### src/design/kcct_pkg.sv
`timescale 1ns / 1ps
`default_nettype none

package kcct_pkg;

  localparam int NODES_DEFAULT = 64;
  localparam int CNT_W         = 7;
  localparam int TIME_W        = 32;
  localparam int ID_W          = 6;
  localparam int CMD_W         = 3;
  localparam int KAPPA_W       = 7;
  localparam int CFG_IDX_W     = 2;
  localparam int SET_W         = 64;
  localparam int IN_W          = 112;
  localparam int OUT_W         = 144;

  localparam logic [KAPPA_W-1:0] KAPPA_RESET     = 7'd3;
  localparam logic [TIME_W-1:0]  THRESHOLD_RESET = 32'd1024;
  localparam logic [ID_W-1:0]    SELF_RESET      = 6'd0;

  localparam logic [CMD_W-1:0] CMD_CONNECT    = 3'd0;
  localparam logic [CMD_W-1:0] CMD_DISCONNECT = 3'd1;
  localparam logic [CMD_W-1:0] CMD_LOAD_SET   = 3'd2;
  localparam logic [CMD_W-1:0] CMD_LOAD_ROW   = 3'd3;
  localparam logic [CMD_W-1:0] CMD_MERGE      = 3'd4;
  localparam logic [CMD_W-1:0] CMD_BIDIR      = 3'd5;
  localparam logic [CMD_W-1:0] CMD_QUERY      = 3'd6;

  localparam logic [CFG_IDX_W-1:0] REG_KAPPA     = 2'd0;
  localparam logic [CFG_IDX_W-1:0] REG_THRESHOLD = 2'd1;
  localparam logic [CFG_IDX_W-1:0] REG_SELF      = 2'd2;

  typedef enum logic [3:0] {
    S_IDLE,
    S_START,
    S_SELF,
    S_ADV,
    S_ADVWB,
    S_MPEER,
    S_MPEER2,
    S_MLOOP,
    S_MFIN,
    S_BID,
    S_OUT,
    S_OUT2
  } state_t;

endpackage

`default_nettype wire

### src/design/kcct_mem.sv
`timescale 1ns / 1ps
`default_nettype none

module kcct_mem
  import kcct_pkg::*;
#(
  parameter int DEPTH     = NODES_DEFAULT,
  parameter int WIDTH     = 32,
  parameter int AW        = 6,
  parameter bit HAS_VALID = 1'b1
) (
  input  wire logic             clk,
  input  wire logic             rst,
  input  wire logic             we,
  input  wire logic [AW-1:0]    waddr,
  input  wire logic [WIDTH-1:0] wdata,
  input  wire logic [AW-1:0]    raddr,
  output logic      [WIDTH-1:0] rdata
);

  logic [WIDTH-1:0] mem [DEPTH];

  always_ff @(posedge clk) begin
    if (we) begin
      mem[waddr] <= wdata;
    end
  end

  if (HAS_VALID) begin : g_valid
    logic [DEPTH-1:0] valid;

    always_ff @(posedge clk) begin
      if (rst) begin
        valid <= '0;
      end else if (we) begin
        valid[waddr] <= 1'b1;
      end
    end

    always_ff @(posedge clk) begin
      rdata <= valid[raddr] ? mem[raddr] : '0;
    end
  end else begin : g_plain
    always_ff @(posedge clk) begin
      rdata <= mem[raddr];
    end
  end

endmodule

`default_nettype wire
### config.mk
export PLATFORM = sky130hd
export DESIGN_NAME = kcct_mem
export DESIGN_NICKNAME = d
export VERILOG_FILES = /design/src/design/kcct_pkg.sv /design/src/design/kcct_mem.sv
export SDC_FILE = /design/constraint.sdc
export NUM_CORES = 2
export LEC_CHECK = 0
export ABC_AREA = 1
export BUFFER_PORTS_ARGS = -buffer_cell sky130_fd_sc_hd__buf_2
export CORE_MARGIN = 10
export CORE_UTILIZATION = 40
export CTS_BUF_LIST = sky130_fd_sc_hd__clkbuf_8
export DETAILED_ROUTE_END_ITERATION = 12
export PLACE_DENSITY = 0.66
export SYNTH_ARGS = -nofsm -noshare
export SYNTH_HDL_FRONTEND = slang
export SYNTH_SLANG_ARGS = --single-unit
### constraint.sdc
create_clock -name clk -period 3.2 [get_ports clk]
set_clock_uncertainty 0.2 [all_clocks]
set_input_delay 0.32 -clock clk [delete_from_list [all_inputs] [get_ports clk]]
set_output_delay 0.32 -clock clk [all_outputs]
set_load 0.05 [all_outputs]
==> impl_metrics.ini <==
[pwr]
ir_worst_vdd_mv = 0.444
p_total_mw = 56.0
power_density_nw_per_um2 = 575
p_leak_nw = 34.6

[worst_setup_path]
worstPathArrival_ps = 3870
path_class = in -> reg
crit_start = raddr[2]
cp-end-kind = flop
path_max_fanout = 15
required_ps = 3980
r2r_start = mem[59][26]
cp-start-kind = primary input

[clock_tree]
post-cts-setup-buffers = 0
numCtsBuffers = 352
clk_pin_slew_worst_paths_ps = 60
cts_tree = done
clockBufferDepth = 4
cts_root_buf = clkbuf_8
cts.sinks = 2144
insertion_delay_ps = 1050
htree_levels = 5

[global_routing]
grt-ovfl-total = 0
first_global_vias = 54900
grt_use_met2_pct = 31.8
grt_use_total_pct = 19.7
use_met1_pct = 26.8
use_met3_pct = 3.54
grt_start_max_net_pins = 109
busiest_layer = met2
antenna_found_initial = 15
grt_pass1_wl_um = 350000

[sta]
drv_slew = 0
tightest_slew_ps = 1250
hold_violations = 0
finalSetupTns_ps = 0
grt_setup_unrepaired = false
min_period_over_period_pct = 96.5
setup_viol = 0
slew_headroom_pct = 16.6
fmax_mhz = 324
fin_crit_ps = 3090
hold-worst-slack_ps = 111

[cells_and_area]
final_layout_size_suffix_gt1_share_pct = 10.8
nets = 7455
synthToLayoutAreaGrowth_pct = 14.5

[die]
rows = 169
die_area_um2 = 231000
dieWidth_um = 481
core_area_um2 = 212000
die-height_um = 481
boundaryPins = 79
initial_utilization_pct = 40.1

[routing]
vias = 57700
wl_per_cell_um = 22.5
dr.pass1.iters = 6
ant_nets = 0
drt_wl_total_um = 236000
viasPerCell = 5.50
drc = 0
drtIter0Drc = 7206

[logic_synthesis]
synth.avg_cell_area_um2 = 12.0
synthCells = 7115
ys_warn_count = 0
synthDistinctLibCells = 13
netlist_area_um2 = 85000
yosysSeqAreaShare_pct = 74.6
syn_nets = 7162
ys_ff_latch = 2144

[run]
maxCapViolations = 0

[outcome]
status = completed

[place]
io_buffers = 78
dpl.hpwl_um = 130000
gp_congestion = 0.852

[hold_path]
hp-class = in -> reg
hp-start = raddr[2]
[registers in the layout, summed over array words and instances (netlist names)]
register       cells
mem             2048
g_valid.valid     64
rdata             32
[final timing paths]
| check | endpoint | slack, ps | cells after the start |
|---|---|---|---|
| setup / recovery | rdata[26] | 110 | 14 |
| setup reg to reg | rdata[26] | 150 | 13 |
| hold reg to reg | g_valid.valid[28] | 270 | 2 |
| hold / removal | rdata[12] | 110 | 8 |
[kinds of logic after synthesis]
kind of cell	count (synthesis)	share of synthesized area [%]
flops	2144	74.6
simple gates	4465	22.7
buf+inv	506	2.72
[layout make-up]
type	count	area, µm²
clock inverter	229	905
sequential	2144	63400
antenna	14	35.0
clock buffer	375	5160
inverter	37	168
multi-input combinational	4465	19800
timing repair buffer	408	4320
tap	2821	3530
fill	18800	115000
[synth_stat cells (all sizes together)]
| cell type | instances | area share (%) |
|---|---|---|
| buf | 354 | 2.0 |
| clkbuf | 115 | 0.51 |
| dfxtp | 96 | 2.3 |
| inv | 35 | 0.15 |
| nor3 | 14 | 0.082 |
| edfxtp | 2048 | 72 |
| nand2 | 2191 | 9.7 |
| nor2 | 233 | 1.0 |
| clkinv | 2 | 0.0088 |
| nand3 | 2027 | 12 |
[cell usage in the layout, fill, tap and decap left out, drive strengths merged]
cell and instances:
dfxtp 96, buf 352, nor3 14, dlygate4sd3 53, nand3 2027, inv 183
nand2 2191, diode 14, edfxtp 2048, clkbuf 376, dlymetal6s4s 2, nor2 233
clkinvlp 4, clkinv 79
[worst max-delay path, stage by stage]
cell	delay, ps
buf_8	220
dlygate4sd3_1	750
buf_4	300
nand3_1	110
nand2_1	60
nand2_1	50
nand2_1	90
dlygate4sd3_1	550
nand2_1	60
dlygate4sd3_1	580
nand3_1	70
dlygate4sd3_1	550
nand2_1	50
nor2_1	80
[per-layer routing]
| metal | routed length (µm) | vias to the layer above |
|---|---|---|
| met5 | 173 | - |
| met4 | 7910 | 16 |
| met3 | 22100 | 501 |
| met2 | 112000 | 2874 |
| met1 | 94700 | 28400 |
| li1 | - | 25900 |
[timing repair]
item / CTS / global route
resized for setup: 0 / 5
endpoints found under the setup margin: 0 / 2
hold buffers: 55 / 0
endpoints found under the hold margin: 2633 / 0
[power breakdown]
| group | internal, mW | switching (mW) | leakage, nW |
|---|---|---|---|
| logic | 0.992 | 2.81 | 11.8 |
| registers | 31.0 | 0.136 | 19.2 |
| clock network | 10.7 | 10.4 | 3.66 |
[stage by stage]
stage          utilization [%]  setup slack [ps]  instance area (µm²)  instances
3_3_place_gp              42.8               198                90700       9819
3_5_place_dp              42.8               156                90700       9819
4_1_cts                   45.9              93.2                97300      10500
5_1_grt                   45.9              5.15                97300      10500
6_report                  45.9               113                97300      10500
2_1_floorplan                -               347                85000       7115
(Power assumes the default switching activity.)
