**src/design/kcct_pkg.sv**
```systemverilog
`timescale 1ns / 1ps
`default_nettype none

package kcct_pkg;

  localparam int NODES_DEFAULT = 64;
  localparam int CNT_W         = 7;
  localparam int TIME_W        = 32;
  localparam int ID_W          = 6;
  localparam int CMD_W         = 3;
  localparam int KAPPA_W       = 7;
  localparam int CFG_IDX_W     = 2;
  localparam int SET_W         = 64;
  localparam int IN_W          = 112;
  localparam int OUT_W         = 144;

  localparam logic [KAPPA_W-1:0] KAPPA_RESET     = 7'd3;
  localparam logic [TIME_W-1:0]  THRESHOLD_RESET = 32'd1024;
  localparam logic [ID_W-1:0]    SELF_RESET      = 6'd0;

  localparam logic [CMD_W-1:0] CMD_CONNECT    = 3'd0;
  localparam logic [CMD_W-1:0] CMD_DISCONNECT = 3'd1;
  localparam logic [CMD_W-1:0] CMD_LOAD_SET   = 3'd2;
  localparam logic [CMD_W-1:0] CMD_LOAD_ROW   = 3'd3;
  localparam logic [CMD_W-1:0] CMD_MERGE      = 3'd4;
  localparam logic [CMD_W-1:0] CMD_BIDIR      = 3'd5;
  localparam logic [CMD_W-1:0] CMD_QUERY      = 3'd6;

  localparam logic [CFG_IDX_W-1:0] REG_KAPPA     = 2'd0;
  localparam logic [CFG_IDX_W-1:0] REG_THRESHOLD = 2'd1;
  localparam logic [CFG_IDX_W-1:0] REG_SELF      = 2'd2;

  typedef enum logic [3:0] {
    S_IDLE,
    S_START,
    S_SELF,
    S_ADV,
    S_ADVWB,
    S_MPEER,
    S_MPEER2,
    S_MLOOP,
    S_MFIN,
    S_BID,
    S_OUT,
    S_OUT2
  } state_t;

endpackage

`default_nettype wire

```
**src/design/kcct_popcnt.sv**
```systemverilog
`timescale 1ns / 1ps
`default_nettype none

module kcct_popcnt
  import kcct_pkg::*;
#(
  parameter int W = NODES_DEFAULT
) (
  input  wire logic [W-1:0]     din,
  output logic      [CNT_W-1:0] count
);

  always_comb begin
    count = '0;
    for (int i = 0; i < W; i++) begin
      count = count + CNT_W'(din[i]);
    end
  end

endmodule

`default_nettype wire

```
**config.mk**
```make
export PLATFORM = sky130hd
export DESIGN_NAME = kcct_popcnt
export DESIGN_NICKNAME = d
export VERILOG_FILES = /design/src/design/kcct_pkg.sv /design/src/design/kcct_popcnt.sv
export SDC_FILE = /design/constraint.sdc
export NUM_CORES = 1
export LEC_CHECK = 0
export ABC_AREA = 1
export BUFFER_PORTS_ARGS = -buffer_cell sky130_fd_sc_hd__buf_2
export CAP_MARGIN = 5
export CORE_MARGIN = 4
export CORE_UTILIZATION = 55
export DETAILED_ROUTE_END_ITERATION = 8
export GPL_TIMING_DRIVEN = 0
export PLACE_DENSITY = 0.9
export SLEW_MARGIN = 25
export SYNTH_ARGS = -nofsm -noshare
export SYNTH_HDL_FRONTEND = slang
export SYNTH_SLANG_ARGS = --single-unit
export TNS_END_PERCENT = 100
```
**constraint.sdc**
```tcl
create_clock -name vclk -period 24.7
set_input_delay 4.94 -clock vclk [all_inputs]
set_output_delay 4.94 -clock vclk [all_outputs]
set_load 0.02 [all_outputs]
```
==> results.toml, run 1 <==
[floorplanning]
die_width_um = 63.73
die_y_um = 63.73
initial_core_util_pct = 59.87
coreArea_mm2 = 0.002853
placementRows = 19
top_level_ports = 71
die_area_mm2 = 0.004061

[worst_hold_path]
hold_path.class = "in2out"
hold_path_end = "count[0]"
hold_depth = 3
worstHoldStart = "din[2]"

[sta]
finalCritPeriodShare_pct = 61.85
rsz0062_at_grt = "false"
hold_viol = 0
setup_viol = 0
fmax_mhz = 65.46
post-route-min-period_ns = 15.28
max_slew_margin_pct = 88.82
fin_tns_setup_ns = 0
tightest_slew_ns = 0.1677
slew_viol_final = 0

[logic_synthesis]
avgSynthCellArea_um2 = 9.541
synthCells = 179
synth.area.top_cells = "fa_1 63%, inv_1 19%, ha_1 11%"
syn_area_mm2 = 0.001708
synthesis.nets = 312
synth.top_cells.by_count = "86 x inv_1, 54 x fa_1, 15 x ha_1, 10 x nand2_1, 4 x nand3_1"
synth_area_leader_cell = "fa_1"
ys_seq_area_share_pct = 0
yosysWarnings = 0
yosysMostFrequentCell = "inv_1"
synth.top_cell.area_share_pct = 63.30
synth_cell_types = 9

[final_layout]
multi_input_area_mm2 = 0.001385
fin_nets = 385
layout-drive-gt1-share_pct = 28.40
area_delta_synth_final_pct = 23.08
design.seq.count = 0
finalNonFillerCells = 281
regArea_um2 = 0
antenna_cells = 0
num-fill-cells = 231
nClkBuffers = 0

[placement]
port_buffers = 71
placed_cells = 281
dp_hpwl_um = 3003
gp_congestion = 0.6889

[global_route]
grt_max_degree = 6
antenna_found_initial = 0
gr-total-overflow = 0
grt_pass1_vias = 1478
gr-usage-all-layers_pct = 16.12
grt_pass1_wl_um = 5464

[detailed_routing]
drt_iter0_drc = 16
drc_errors = 0
via_count = 1274
via_per_inst = 4.534
wl_um = 2925
ant_nets = 0
wire_per_inst_um = 10.41
drt_first_pass_iters = 4

[setup_path]
start_kind = "input port"
cp_max_fo = 3
criticalPathCategory = "in2out"
critPathArrivalTime_ns = 10.34
cp.required_ns = 19.76
crit_path_end_kind = "output pin"

[run]
maxCapViolCount = 0

[outcome]
status = "complete, no violations"

[clock_network]
cts_resized = 0
cts_hold_buf = 0
cts_setup_buffers = 0
area by class of cell:
class / instances / share of cell area, %
Tap cell: 31 / 1.845
Multi-Input combinational cell: 93 / 65.89
Timing Repair Buffer: 71 / 16.90
Inverter: 86 / 15.36
worst max-delay path: stages:
cell and delay [ns]:
buf_2 0.11, fa_1 0.53, inv_1 0.05, fa_1 0.51
inv_1 0.05, fa_1 0.48, inv_1 0.05, fa_1 0.47
inv_1 0.05, fa_1 0.48, inv_1 0.05, fa_1 0.49
fa_1 0.44, fa_1 0.50, inv_1 0.04, ha_1 0.22
fa_1 0.41, nand3_1 0.10, nand2_1 0.08, xor2_1 0.13
buf_2 0.17
how the worst max path moves through the flow:
stage                  from  endpoint  cells after the start
detailed placement  din[53]  count[4]                     21
global route        din[53]  count[6]                     22
floorplan           din[53]  count[4]                     19
finish              din[53]  count[4]                     21
CTS                 din[53]  count[4]                     21
global placement    din[53]  count[4]                     21
through the flow:
step                      hold slack, ns  instance area, um2  util (%)  setup WS [ns]
after floorplan                    10.09                1708         -          9.657
after global placement             10.22                2102     73.68          9.454
after detailed placement           10.23                2102     73.68          9.416
after CTS                          10.24                2102     73.68          9.378
after global routing               10.25                2102     73.68          9.192
final                              10.24                2102     73.68          9.424
kinds of logic after synthesis:
group | share of synthesized area (%)
and+or+nand+nor | 4.396
xor gates and xnor gates | 1.539
buffers and inverters | 18.90
adders and majority gates | 74.29
AOI/OAI and AO/OA | 0.8789
placed cells by master (no fill, tap or decap), drive strengths merged:
cell type / count
nor2: 3
ha: 15
xor2: 3
nand2: 10
buf: 71
a21oi: 3
fa: 54
inv: 86
nand3: 4
nand4: 1
routing by layer:
metal	part of all wire, %	track usage, %
met5	0	0
met4	0.48	0.8086
met3	8.6	2.842
met2	58	31.81
met1	33	18.96
Power of run 1 is not shown: default switching activity piles up to over one toggle a cycle in this logic, so the estimate is an artifact.
==> run 2: changes to the inputs <==
--- a/config.mk
+++ b/config.mk
@@ -5,14 +5,14 @@
 export SDC_FILE = /design/constraint.sdc
 export NUM_CORES = 1
 export LEC_CHECK = 0
-export ABC_AREA = 1
+export ABC_AREA = 0
 export BUFFER_PORTS_ARGS = -buffer_cell sky130_fd_sc_hd__buf_2
 export CAP_MARGIN = 5
 export CORE_MARGIN = 4
-export CORE_UTILIZATION = 55
+export CORE_UTILIZATION = 47
 export DETAILED_ROUTE_END_ITERATION = 8
 export GPL_TIMING_DRIVEN = 0
-export PLACE_DENSITY = 0.9
+export PLACE_DENSITY = 0.81
 export SLEW_MARGIN = 25
 export SYNTH_ARGS = -nofsm -noshare
 export SYNTH_HDL_FRONTEND = slang
==> constraint.sdc (replaced) <==
create_clock -name vclk -period 13.45
set_input_delay 2.69 -clock vclk [all_inputs]
set_output_delay 2.69 -clock vclk [all_outputs]
set_load 0.02 [all_outputs]
==> run 2 against run 1 <==
Compared with the run above:
- cell count is 2.8% higher
- sequential share of layout area is the same
- critical path depth unchanged
- die area up 16%
- via count shrank 2.8%
- design area rose by 1.9%
- largest cell class unchanged
==> results.toml, run 2 <==
[floorplanning]
die_area_mm2 = 0.004714
initial_core_util_pct = 50.24
die_y_um = 68.66
placementRows = 21
die_width_um = 68.66
top_level_ports = 71
coreArea_mm2 = 0.003442

[setup_path]
cpMostUsedCell = "fa_1"
start_kind = "input port"
crit_chain = "buf_2, fa_1, inv_1, fa_1, inv_1, fa_1, inv_1, fa_1, inv_1, fa_1, inv_1, fa_1, fa_1, fa_1, inv_1, ha_1, fa_1, a211o_2, a21oi_1, o21bai_1, buf_2"
crit_path_end_kind = "output pin"
criticalPathCategory = "in2out"
cp_max_fo = 3
cp_num_cells = 21
cp_slowest_cell = "fa_1"
critPathArrivalTime_ns = 8.34
critPathMaxStageDelay_ns = 0.53
cp.required_ns = 10.76
crit_buf_inv = 8
crit_family = "adder cells"

[outcome]
status = "complete, no violations"

[detailed_routing]
drc_errors = 0
via_count = 1238
ant_nets = 0
drt_first_pass_iters = 4
drt_iter0_drc = 20
wire_per_inst_um = 10.16
via_per_inst = 4.284
wl_um = 2936

[logic_synthesis]
syn_area_mm2 = 0.001729
synthesis.nets = 305
avgSynthCellArea_um2 = 10.05
synth.top_cell.area_share_pct = 62.52
synth.area.top_cells = "fa_1 63%, inv_1 18%, ha_1 11%"
synthCells = 172
synth.top_cells.by_count = "84 x inv_1, 54 x fa_1, 15 x ha_1, 3 x a21oi_1, 2 x a211oi_1"
yosysMostFrequentCell = "inv_1"
synth_cell_types = 19
yosysWarnings = 0
ys_seq_area_share_pct = 0
synth_area_leader_cell = "fa_1"

[sta]
post-route-min-period_ns = 11.03
fmax_mhz = 90.67
finalHoldWorstSlack_ns = 5.730
setup_viol = 0
finalCritPeriodShare_pct = 82.00
hold_viol = 0
worst_slack_ns = 2.421
tightest_slew_ns = 0.3428
rsz0062_at_grt = "false"
slew_viol_final = 0
max_slew_margin_pct = 77.01
fin_tns_setup_ns = 0

[placement]
port_buffers = 71
gp_congestion = 0.7553
dp_hpwl_um = 2991
place_ws_ns = 2.418

[global_route]
grt_pass1_wl_um = 4961
gr-usage-all-layers_pct = 13.16
use_met3_pct = 1.459
met2_usage_pct = 25.74
grt_max_degree = 6
grt_pass1_vias = 1288
grt.busiest_layer = "met2"
grtUsageMet1_pct = 16.35
gr-total-overflow = 0
antenna_found_initial = 0

[final_layout]
layout-drive-gt1-share_pct = 30.45
fin_util_pct = 62.23
area_delta_synth_final_pct = 23.88
final_common_cell = "inv_1"
num-fill-cells = 310
design.seq.count = 0
mostFrequentLayoutCells = "84 x inv_1, 71 x buf_2, 54 x fa_1, 15 x ha_1, 3 x a21oi_1"
regArea_um2 = 0
antenna_cells = 0
fin_nets = 378
nClkBuffers = 0

[run]
maxCapViolCount = 0

[clock_network]
cts_hold_buf = 0
cts_resized = 0
cts_setup_buffers = 0

[worst_hold_path]
worstHoldStart = "din[2]"
hold_path.class = "in2out"
hold_path_end = "count[0]"
hold_depth = 3
[run 2: layout make-up]
type                            count  area, um2  area share (%)
Timing Repair Buffer               71      355.3           16.59
Tap cell                           46      57.56           2.687
Multi-Input combinational cell     88       1414           66.00
Inverter                           84      315.3           14.72
[run 2: how the worst max path moves through the flow]
stage / startpoint / end / slack [ns]
2_1_floorplan: din[17] / count[5] / 2.45
3_3_place_gp: din[53] / count[6] / 2.45
3_5_place_dp: din[53] / count[6] / 2.42
4_1_cts: din[53] / count[6] / 2.40
5_1_grt: din[17] / count[5] / 2.18
6_report: din[53] / count[6] / 2.42
[run 2: per-stage QoR]
step	cells	instance area, um2
after global placement	289	2142
after floorplan	172	1729
after CTS	289	2142
final	289	2142
after global routing	289	2142
after detailed placement	289	2142
[run 2: metal layers]
metal,share of wire (%),routed length [um]
met4,0,0
met1,35,1040
met3,9.9,291
met2,55,1604
met5,0,0
[run 2: kinds of logic after synthesis]
group,Yosys count,synth area share [%]
buffers and inverters,84,18.23
adder cells (fa/ha/maj),69,73.37
AO/OA/AOI/OAI,14,6.223
AND/OR/NAND/NOR,3,1.158
XOR/XNOR,2,1.013
Power of run 2 is left out for the same reason.
